$ cat config.mk
export PLATFORM = sky130hd
export DESIGN_NAME = dual_reel_therapy_sequencer_flat
export DESIGN_NICKNAME = d
export VERILOG_FILES = /design/src/rtl/drts_pkg.sv /design/src/rtl/drts_if.sv /design/src/rtl/dual_reel_therapy_sequencer.sv /design/src/flat_wrapper.sv
export SDC_FILE = /design/constraint.sdc
export NUM_CORES = 1
export LEC_CHECK = 0
export BUFFER_PORTS_ARGS = -buffer_cell sky130_fd_sc_hd__buf_4
export CAP_MARGIN = 5
export CORE_ASPECT_RATIO = 0.75
export CORE_MARGIN = 1
export CORE_UTILIZATION = 45
export CTS_CLUSTER_SIZE = 12
export DETAILED_ROUTE_END_ITERATION = 6
export HOLD_SLACK_MARGIN = 0.05
export PLACE_DENSITY = 0.7
export SKIP_CTS_REPAIR_TIMING = 1
export SYNTH_ARGS = -nofsm -noshare
export SYNTH_HDL_FRONTEND = slang
export SYNTH_SLANG_ARGS = --single-unit
$ cat constraint.sdc
create_clock -name clk -period 3.5 [get_ports clk]
set_input_delay 0.35 -clock clk [delete_from_list [all_inputs] [get_ports clk]]
set_output_delay 0.35 -clock clk [all_outputs]
set_load 0.01 [all_outputs]
$ cat src/rtl/drts_pkg.sv
// Shared types, constants and helper functions of the dual reel therapy sequencer.
// Used by the channel interfaces and the top level; depends on nothing else.
package drts_pkg;

    localparam int TIMER_BITS = 16;
    localparam int CFG_BITS   = 16;
    localparam int CMP_BITS   = (TIMER_BITS > CFG_BITS) ? TIMER_BITS : CFG_BITS;
    localparam int CFG_IDX_BITS = 2;

    typedef logic [TIMER_BITS-1:0] timer_t;
    typedef logic [CFG_BITS-1:0]   cfg_word_t;

    typedef enum logic [CFG_IDX_BITS-1:0] {
        REG_MOVE_TICKS  = 2'd0,
        REG_PAUSE_TICKS = 2'd1,
        REG_JOG_TICKS   = 2'd2
    } cfg_index_t;

    localparam cfg_word_t MOVE_TICKS_RESET  = 16'd2000;
    localparam cfg_word_t PAUSE_TICKS_RESET = 16'd1000;
    localparam cfg_word_t JOG_TICKS_RESET   = 16'd200;

    typedef enum logic [1:0] {
        PH_FLEX       = 2'd0,
        PH_FLEX_PAUSE = 2'd1,
        PH_EXT        = 2'd2,
        PH_EXT_PAUSE  = 2'd3
    } phase_t;

    // Bridge word: ext_drive in bits 1:0, flex_drive in bits 3:2.
    localparam logic [3:0] DRIVE_STOP     = 4'h0;
    localparam logic [3:0] DRIVE_FLEX     = 4'h5;
    localparam logic [3:0] DRIVE_EXT      = 4'hA;
    localparam logic [3:0] JOG_EXT_FWD    = 4'h1;
    localparam logic [3:0] JOG_EXT_REV    = 4'h2;
    localparam logic [3:0] JOG_FLEX_FWD   = 4'h4;
    localparam logic [3:0] JOG_FLEX_REV   = 4'h8;

    localparam logic [7:0] CH_LF    = 8'h0A;
    localparam logic [7:0] CH_CR    = 8'h0D;
    localparam logic [7:0] CH_SPACE = 8'h20;
    localparam logic [7:0] CH_UP_A  = 8'h41;
    localparam logic [7:0] CH_UP_Z  = 8'h5A;
    localparam logic [7:0] CASE_OFFSET = 8'h20;
    localparam logic [7:0] CH_A = 8'h61;
    localparam logic [7:0] CH_D = 8'h64;
    localparam logic [7:0] CH_E = 8'h65;
    localparam logic [7:0] CH_L = 8'h6C;
    localparam logic [7:0] CH_M = 8'h6D;
    localparam logic [7:0] CH_O = 8'h6F;
    localparam logic [7:0] CH_P = 8'h70;
    localparam logic [7:0] CH_R = 8'h72;
    localparam logic [7:0] CH_S = 8'h73;
    localparam logic [7:0] CH_W = 8'h77;
    localparam logic [7:0] CH_Z = 8'h7A;

    typedef struct packed {
        logic [1:0] ext_drive;
        logic [1:0] flex_drive;
        logic [1:0] phase;
        logic       calibrated;
        logic       paused;
        logic       on_demand_mode;
        logic       on_demand_moving;
    } result_t;

    function automatic timer_t count_up(input timer_t v);
        timer_t r;
        r = (v == {TIMER_BITS{1'b1}}) ? v : timer_t'(v + 1'b1);
        return r;
    endfunction

    function automatic logic reached(input timer_t elapsed, input cfg_word_t limit);
        logic r;
        r = CMP_BITS'(elapsed) >= CMP_BITS'(limit);
        return r;
    endfunction

    function automatic logic [3:0] phase_drive(input phase_t ph);
        logic [3:0] r;
        unique case (ph)
            PH_FLEX: r = DRIVE_FLEX;
            PH_EXT:  r = DRIVE_EXT;
            default: r = DRIVE_STOP;
        endcase
        return r;
    endfunction

endpackage

$ cat src/rtl/drts_if.sv
// Valid/ready channel interfaces of the sequencer: input items, results and
// configuration writes. Depends on drts_pkg.
interface drts_item_if;
    logic       valid;
    logic       ready;
    logic       kind;
    logic [7:0] command_byte;
    modport source (output valid, output kind, output command_byte, input ready);
    modport sink   (input valid, input kind, input command_byte, output ready);
endinterface

interface drts_result_if;
    logic       valid;
    logic       ready;
    logic [1:0] ext_drive;
    logic [1:0] flex_drive;
    logic [1:0] phase;
    logic       calibrated;
    logic       paused;
    logic       on_demand_mode;
    logic       on_demand_moving;
    modport source (output valid, output ext_drive, output flex_drive, output phase,
                    output calibrated, output paused, output on_demand_mode,
                    output on_demand_moving, input ready);
    modport sink   (input valid, input ext_drive, input flex_drive, input phase,
                    input calibrated, input paused, input on_demand_mode,
                    input on_demand_moving, output ready);
endinterface

interface drts_cfg_if;
    logic                                valid;
    logic                                ready;
    logic [drts_pkg::CFG_IDX_BITS-1:0]   index;
    logic [drts_pkg::CFG_BITS-1:0]       data;
    modport source (output valid, output index, output data, input ready);
    modport sink   (input valid, input index, input data, output ready);
endinterface

$ cat src/rtl/dual_reel_therapy_sequencer.sv
// Top level of the dual reel therapy sequencer: command decoder, jog, cycle and
// on-demand timers, and the result register. Depends on drts_pkg and drts_if.

// The block takes one request per clock (a millisecond tick or a command byte)
// and returns exactly one result per request, registered in the cycle after it is taken.
// The state update for a request is one short pass of logic from the state
// registers into the state and result registers, so the throughput is one
// request per cycle; the only thing that holds off new requests is a result
// register that is still full and not being drained. Configuration writes are
// always accepted and take effect on the next request; there is no clearing
// pass after reset.
module dual_reel_therapy_sequencer
(
    input  logic                  clk,
    input  logic                  rst_n,
    drts_item_if.sink             item,
    drts_result_if.source         result,
    drts_cfg_if.sink              cfg
);

    drts_pkg::cfg_word_t move_ticks_reg;
    drts_pkg::cfg_word_t pause_ticks_reg;
    drts_pkg::cfg_word_t jog_ticks_reg;

    logic                calibrated_reg, calibrated_next;
    logic                paused_reg, paused_next;
    logic                demand_mode_reg, demand_mode_next;
    logic                demand_active_reg, demand_active_next;
    drts_pkg::phase_t    phase_reg, phase_next;
    drts_pkg::timer_t    phase_elapsed_reg, phase_elapsed_next;
    drts_pkg::timer_t    demand_elapsed_reg, demand_elapsed_next;
    drts_pkg::cfg_word_t jog_remaining_reg, jog_remaining_next;
    logic [3:0]          bridge_reg, bridge_next;

    drts_pkg::result_t   result_reg, result_next;
    logic                out_valid_reg;
    logic                accept;
    logic [7:0]          ch;

    assign cfg.ready  = 1'b1;
    assign item.ready = !out_valid_reg || result.ready;
    assign accept     = item.valid && item.ready;

    always_ff @(posedge clk or negedge rst_n)
    begin
        if (!rst_n)
        begin
            move_ticks_reg  <= drts_pkg::MOVE_TICKS_RESET;
            pause_ticks_reg <= drts_pkg::PAUSE_TICKS_RESET;
            jog_ticks_reg   <= drts_pkg::JOG_TICKS_RESET;
        end
        else if (cfg.valid)
        begin
            unique case (cfg.index)
                drts_pkg::REG_MOVE_TICKS:  move_ticks_reg  <= cfg.data;
                drts_pkg::REG_PAUSE_TICKS: pause_ticks_reg <= cfg.data;
                drts_pkg::REG_JOG_TICKS:   jog_ticks_reg   <= cfg.data;
                default: ;
            endcase
        end
    end

    always_comb
    begin
        calibrated_next     = calibrated_reg;
        paused_next         = paused_reg;
        demand_mode_next    = demand_mode_reg;
        demand_active_next  = demand_active_reg;
        phase_next          = phase_reg;
        phase_elapsed_next  = phase_elapsed_reg;
        demand_elapsed_next = demand_elapsed_reg;
        jog_remaining_next  = jog_remaining_reg;
        bridge_next         = bridge_reg;
        ch                  = item.command_byte;

        if (!item.kind)
        begin
            if (jog_remaining_next != '0)
            begin
                jog_remaining_next = jog_remaining_next - 1'b1;
                if (jog_remaining_next == '0)
                    bridge_next = drts_pkg::DRIVE_STOP;
            end
            if (demand_mode_reg && demand_active_reg && !paused_reg)
            begin
                demand_elapsed_next = drts_pkg::count_up(demand_elapsed_reg);
                if (drts_pkg::reached(demand_elapsed_next, move_ticks_reg))
                begin
                    demand_active_next = 1'b0;
                    bridge_next        = drts_pkg::DRIVE_STOP;
                end
            end
            if (calibrated_reg && !paused_reg && !demand_mode_reg)
            begin
                phase_elapsed_next = drts_pkg::count_up(phase_elapsed_reg);
                if (drts_pkg::reached(phase_elapsed_next,
                        phase_reg[0] ? pause_ticks_reg : move_ticks_reg))
                begin
                    phase_next         = drts_pkg::phase_t'(phase_reg + 2'd1);
                    phase_elapsed_next = '0;
                    bridge_next        = drts_pkg::phase_drive(phase_next);
                end
            end
        end
        else if (ch != drts_pkg::CH_LF && ch != drts_pkg::CH_CR &&
                 ch != drts_pkg::CH_SPACE)
        begin
            if (ch >= drts_pkg::CH_UP_A && ch <= drts_pkg::CH_UP_Z)
                ch = ch + drts_pkg::CASE_OFFSET;

            // Any real command cuts a running jog pulse short.
            if (jog_remaining_next != '0)
            begin
                jog_remaining_next = '0;
                bridge_next        = drts_pkg::DRIVE_STOP;
            end

            if (!calibrated_reg)
            begin
                if (ch == drts_pkg::CH_W || ch == drts_pkg::CH_S ||
                    ch == drts_pkg::CH_D || ch == drts_pkg::CH_A)
                begin
                    if (jog_ticks_reg == '0)
                    begin
                        bridge_next = drts_pkg::DRIVE_STOP;
                    end
                    else
                    begin
                        jog_remaining_next = jog_ticks_reg;
                        priority if (ch == drts_pkg::CH_W)
                            bridge_next = drts_pkg::JOG_EXT_FWD;
                        else if (ch == drts_pkg::CH_S)
                            bridge_next = drts_pkg::JOG_EXT_REV;
                        else if (ch == drts_pkg::CH_D)
                            bridge_next = drts_pkg::JOG_FLEX_FWD;
                        else
                            bridge_next = drts_pkg::JOG_FLEX_REV;
                    end
                end
                else if (ch == drts_pkg::CH_Z)
                begin
                    calibrated_next    = 1'b1;
                    paused_next        = 1'b0;
                    demand_mode_next   = 1'b0;
                    demand_active_next = 1'b0;
                    phase_next         = drts_pkg::PH_FLEX;
                    phase_elapsed_next = '0;
                    bridge_next        = drts_pkg::DRIVE_FLEX;
                end
            end
            else
            begin
                if (ch == drts_pkg::CH_M)
                begin
                    demand_mode_next   = 1'b1;
                    demand_active_next = 1'b0;
                    bridge_next        = drts_pkg::DRIVE_STOP;
                end
                else if (ch == drts_pkg::CH_L || ch == drts_pkg::CH_E)
                begin
                    if (demand_mode_reg && !paused_reg)
                    begin
                        bridge_next = (ch == drts_pkg::CH_L) ? drts_pkg::DRIVE_FLEX
                                                             : drts_pkg::DRIVE_EXT;
                        demand_active_next  = 1'b1;
                        demand_elapsed_next = '0;
                    end
                end
                else if (ch == drts_pkg::CH_O)
                begin
                    demand_active_next = 1'b0;
                    bridge_next        = drts_pkg::DRIVE_STOP;
                end
                else if (ch == drts_pkg::CH_Z)
                begin
                    demand_mode_next   = 1'b0;
                    demand_active_next = 1'b0;
                    paused_next        = 1'b0;
                    phase_next         = drts_pkg::PH_FLEX;
                    phase_elapsed_next = '0;
                    bridge_next        = drts_pkg::DRIVE_FLEX;
                end
            end

            if (ch == drts_pkg::CH_P)
            begin
                paused_next = !paused_reg;
                if (!paused_reg)
                begin
                    demand_active_next = 1'b0;
                    bridge_next        = drts_pkg::DRIVE_STOP;
                end
                else
                begin
                    // Resuming restarts the current phase from zero.
                    phase_elapsed_next = '0;
                    if (!demand_mode_reg)
                        bridge_next = drts_pkg::phase_drive(phase_reg);
                end
            end

            if (ch == drts_pkg::CH_R)
            begin
                calibrated_next    = 1'b0;
                paused_next        = 1'b0;
                demand_mode_next   = 1'b0;
                demand_active_next = 1'b0;
                bridge_next        = drts_pkg::DRIVE_STOP;
            end
        end

        result_next.ext_drive        = bridge_next[1:0];
        result_next.flex_drive       = bridge_next[3:2];
        result_next.phase            = phase_next;
        result_next.calibrated       = calibrated_next;
        result_next.paused           = paused_next;
        result_next.on_demand_mode   = demand_mode_next;
        result_next.on_demand_moving = demand_active_next;
    end

    always_ff @(posedge clk or negedge rst_n)
    begin
        if (!rst_n)
        begin
            calibrated_reg     <= 1'b0;
            paused_reg         <= 1'b0;
            demand_mode_reg    <= 1'b0;
            demand_active_reg  <= 1'b0;
            phase_reg          <= drts_pkg::PH_FLEX;
            phase_elapsed_reg  <= '0;
            demand_elapsed_reg <= '0;
            jog_remaining_reg  <= '0;
            bridge_reg         <= drts_pkg::DRIVE_STOP;
            out_valid_reg      <= 1'b0;
        end
        else
        begin
            if (accept)
            begin
                calibrated_reg     <= calibrated_next;
                paused_reg         <= paused_next;
                demand_mode_reg    <= demand_mode_next;
                demand_active_reg  <= demand_active_next;
                phase_reg          <= phase_next;
                phase_elapsed_reg  <= phase_elapsed_next;
                demand_elapsed_reg <= demand_elapsed_next;
                jog_remaining_reg  <= jog_remaining_next;
                bridge_reg         <= bridge_next;
                out_valid_reg      <= 1'b1;
            end
            else if (result.ready)
            begin
                out_valid_reg <= 1'b0;
            end
        end
    end

    always_ff @(posedge clk)
    begin
        if (accept)
            result_reg <= result_next;
    end

    assign result.valid            = out_valid_reg;
    assign result.ext_drive        = result_reg.ext_drive;
    assign result.flex_drive       = result_reg.flex_drive;
    assign result.phase            = result_reg.phase;
    assign result.calibrated       = result_reg.calibrated;
    assign result.paused           = result_reg.paused;
    assign result.on_demand_mode   = result_reg.on_demand_mode;
    assign result.on_demand_moving = result_reg.on_demand_moving;

endmodule

$ cat src/flat_wrapper.sv
// flat-port wrapper written by rule: the top's interface ports become plain ports
module dual_reel_therapy_sequencer_flat 
  (clk, rst_n, item_valid, item_kind, item_command_byte, item_ready, result_valid, result_ext_drive, result_flex_drive, result_phase, result_calibrated, result_paused, result_on_demand_mode, result_on_demand_moving, result_ready, cfg_valid, cfg_index, cfg_data, cfg_ready);
  drts_item_if item_i ();
  drts_result_if result_i ();
  drts_cfg_if cfg_i ();
  input  logic clk;
  input  logic rst_n;
  input wire logic [$bits(item_i.valid)-1:0] item_valid;
  input wire logic [$bits(item_i.kind)-1:0] item_kind;
  input wire logic [$bits(item_i.command_byte)-1:0] item_command_byte;
  output wire logic [$bits(item_i.ready)-1:0] item_ready;
  output wire logic [$bits(result_i.valid)-1:0] result_valid;
  output wire logic [$bits(result_i.ext_drive)-1:0] result_ext_drive;
  output wire logic [$bits(result_i.flex_drive)-1:0] result_flex_drive;
  output wire logic [$bits(result_i.phase)-1:0] result_phase;
  output wire logic [$bits(result_i.calibrated)-1:0] result_calibrated;
  output wire logic [$bits(result_i.paused)-1:0] result_paused;
  output wire logic [$bits(result_i.on_demand_mode)-1:0] result_on_demand_mode;
  output wire logic [$bits(result_i.on_demand_moving)-1:0] result_on_demand_moving;
  input wire logic [$bits(result_i.ready)-1:0] result_ready;
  input wire logic [$bits(cfg_i.valid)-1:0] cfg_valid;
  input wire logic [$bits(cfg_i.index)-1:0] cfg_index;
  input wire logic [$bits(cfg_i.data)-1:0] cfg_data;
  output wire logic [$bits(cfg_i.ready)-1:0] cfg_ready;
  assign item_i.valid = item_valid;
  assign item_i.kind = item_kind;
  assign item_i.command_byte = item_command_byte;
  assign item_ready = item_i.ready;
  assign result_valid = result_i.valid;
  assign result_ext_drive = result_i.ext_drive;
  assign result_flex_drive = result_i.flex_drive;
  assign result_phase = result_i.phase;
  assign result_calibrated = result_i.calibrated;
  assign result_paused = result_i.paused;
  assign result_on_demand_mode = result_i.on_demand_mode;
  assign result_on_demand_moving = result_i.on_demand_moving;
  assign result_i.ready = result_ready;
  assign cfg_i.valid = cfg_valid;
  assign cfg_i.index = cfg_index;
  assign cfg_i.data = cfg_data;
  assign cfg_ready = cfg_i.ready;
  dual_reel_therapy_sequencer u_core (.clk(clk), .rst_n(rst_n), .item(item_i), .result(result_i), .cfg(cfg_i));
endmodule
==> results.json <==
{
  "synthFlopType": "dfrtp_1",
  "full_die_area_mm2": 0.0179,
  "synth_async_sr_flop_share_pct": 91.5,
  "maximum_number_of_pins_on_one_net_before_global_route_repair": 61,
  "relSlewSlack_pct": 24.6,
  "floorplan.initialDensity_pct": 46.3,
  "path_delay_family": "compound AO/OA/AOI/OAI gates",
  "crit-reg2reg-launch": "u_core.phase_elapsed_reg[1]",
  "min_period_over_period_pct": 97.3,
  "maximum_clock_skew_at_final_layout_ns": 0.0119,
  "antenna_violations_before_repair": 0,
  "cpMaxStageDelayCell": "mux2_2",
  "synth.net_count": 903,
  "route.layer.met1.wl_mm": 10.4,
  "cts-buffers-inserted": 17,
  "synth-simple-area-share_pct": 19.2,
  "timing_worst_setup_path_type": "flop to flop",
  "antennaDiodeCount": 0,
  "drive_above_1_share_pct": 25.5,
  "area_growth_synth_to_finish_pct": 20.0,
  "post-layout-total-power_mw": 4.36,
  "finalSetupViolations": 0,
  "synth-compound-area-share_pct": 20.2,
  "utilization_pct": 55.5,
  "timing.final.crit_period_ns": 3.41,
  "netlist_area_mm2": 0.00783,
  "clock_latency_ns": 0.43,
  "detail-route-antenna-nets": 0,
  "path_buf_inv": 2,
  "run_status": "completed",
  "post-route-cell-area_mm2": 0.00940,
  "drt_wl_total_mm": 21.3,
  "die_height_um": 116,
  "cp_slowest_stage_delay_ns": 0.37,
  "synth.yosys.seq_area_share_pct": 38.3,
  "top_signal_layer_used": "met4",
  "synthesis.instances": 829,
  "ctsRootBufferMaster": "clkbuf_16",
  "power_density_mw_per_mm2": 464,
  "route.met3.wl_mm": 1.78,
  "avgSynthCellArea_um2": 9.45,
  "coreArea_mm2": 0.0169,
  "startpoint_of_the_most_critical_hold_path": "item_valid",
  "dp_slack_ns": -0.0954,
  "cp_cell_sequence": "ha_1 > nand4_1 > buf_4 > nor3_4 > buf_4 > mux2_2 > ha_1 > a21oi_1 > o21ai_1 > a41oi_2 > o21ai_2 > and2_1 > a22oi_1 > nand2_1 > a21o_1",
  "via_count_of_the_first_global_routing_pass": 6189,
  "yosys.area_share.adder_pct": 6.84,
  "r2r_depth": 15,
  "fmax_ghz": 0.294,
  "holdWs_ns": 0.133,
  "worst_setup_path_end_kind": "flop",
  "cts-htree-levels": 4,
  "total_leakage_power_nw": 4.16,
  "r2r_slack_ns": 0.09,
  "timing.critical_path.depth": 15,
  "clock_sinks": 117,
  "critPathMaxFanout": 4,
  "postLayoutSetupSlackWorst_ns": 0.0949,
  "critical_path.startpoint": "u_core.phase_elapsed_reg[1]",
  "overflow": 0,
  "first_iter_violations": 645,
  "io_buffer_count": 43,
  "synth-xor-area-share_pct": 2.80,
  "ys_ff_latch": 117,
  "timing.critical_path.required_ns": 3.67,
  "worstSetupEndpoint": "u_core.result.ext_drive[1]",
  "vias_per_cell": 6.09,
  "hpwlAfterDp_mm": 15.2,
  "final_net_count": 978,
  "worst_ir_drop_vdd_uv": 378,
  "timing.critical_path.from_type": "flop",
  "layout.filler_cells": 1452,
  "row_count": 41,
  "route.met2.wl_mm": 8.83,
  "die_width_um": 154,
  "io-pin-count": 45,
  "synth_edf_count": 10,
  "drt_drc_violations_left": 0,
  "synthesis.yosys.warnings": 0,
  "worst_r2r_endpoint": "u_core.result.ext_drive[1]",
  "tightestPinTransition_ns": 1.13,
  "yosysUniqueCellTypes": 94,
  "maxCapViolCount": 0,
  "route.vias.total": 6892,
  "dr.pass1.iters": 6,
  "wl_per_cell_um": 18.8,
  "clk_transition_reported_paths_ns": 0.05,
  "number_of_hold_violations_in_the_final_report": 0,
  "yosys-mux-area-fraction_pct": 8.05,
  "hold_path.class": "primary input to flop",
  "worstPathArrival_ns": 3.58,
  "clockBufferDepth": 2,
  "gp_congestion": 0.938,
  "globalRouteTotalUtil_pct": 24.3,
  "grt_first_pass_wirelength_mm": 33.5,
  "combinational_family_with_the_most_area_after_synthesis": "compound AO/OA/AOI/OAI gates",
  "postPlaceCellArea_mm2": 0.00859,
  "tritoncts_clock_tree": "yes",
  "count_of_pins_over_their_slew_limit": 0
}
[cell usage in the layout (no fill, tap or decap), types with 21 or more instances in the layout]
master | synthesis | layout
nand3_1 | 31 | 29
a22o_1 | 21 | 21
mux2_2 | 40 | 40
a21oi_1 | 39 | 36
nor2_1 | 47 | 47
dfrtp_1 | 92 | 92
nand2_1 | 73 | 73
ha_1 | 42 | 42
inv_1 | 30 | 30
buf_4 | 2 | 92
o21ai_0 | 70 | 66
[where the power goes]
part           total, mW  internal [mW]  switching, mW
registers           1.72           1.55          0.164
clock network       1.83           1.18          0.647
logic              0.811          0.354          0.457
[cell type report]
class                   instances  area, µm²  area share, %
repair buffers                 96        752           8.00
clock inverters                11        146           1.56
well taps                     215        269           2.86
inverters                      32        120           1.28
multi-input cells             640       4640           49.4
clock buffers                  21        472           5.02
flip-flops and latches        117       3000           31.9
[synthesized netlist by cell type (13+ instances only)]
master	instances	area (µm²)
a21oi_1	39	195
a22o_1	21	184
clkbuf_1	17	63.8
dfrtp_1	92	2300
dfstp_2	15	394
ha_1	42	526
inv_1	30	113
mux2_2	40	450
mux2i_1	18	180
nand2_1	73	274
nand3_1	31	155
nor2_1	47	176
nor2b_1	13	81.3
nor3_1	17	85.1
o21ai_0	70	350
o31ai_1	15	113
xnor2_1	16	140
[per-stage QoR]
stage          instances  TNS (ns)
4_1_cts             1128    -0.762
3_5_place_dp        1096    -0.325
3_3_place_gp        1096   -0.0827
6_report            1132         0
5_1_grt             1132    -0.232
2_1_floorplan        829         0
[how the worst min path moves through the flow]
stage	to	depth (start not counted)	slack, ns
global route	u_core.result.valid	2	0.13
detailed placement	u_core.jog_remaining_reg[5]	1	0.42
finish	u_core.result.valid	2	0.13
global placement	u_core.jog_remaining_reg[5]	1	0.42
CTS	u_core.jog_remaining_reg[5]	1	-0.03
floorplan	u_core.bridge_reg[0]	0	0.05
[kinds of logic (layout without fill, tap and decap cells)]
family / count (synthesis) / count (layout)
muxes: 58 / 58
xor gates and xnor gates: 25 / 25
buffers and inverters: 72 / 160
AOI/OAI and AO/OA: 236 / 236
and+or+nand+nor: 277 / 277
other: 1 / 1
adders and majority gates: 43 / 43
DFF: 117 / 117
[worst register-to-register path, cell delays in order, from the launching register on]
cell and delay, ns:
dfrtp_1 0.36, ha_1 0.22, nand4_1 0.16, buf_4 0.18, nor3_4 0.17, buf_4 0.18
mux2_2 0.37, ha_1 0.20, a21oi_1 0.14, o21ai_1 0.09, a41oi_2 0.24, o21ai_2 0.13
and2_1 0.23, a22oi_1 0.22, nand2_1 0.10, a21o_1 0.16
[routing by layer]
layer,GRT usage (%),vias up
li1,-,3251
met1,36.8,3340
met2,34.5,273
met3,5.75,28
met4,6.53,0
met5,0,-
(Power assumes the default switching activity.)
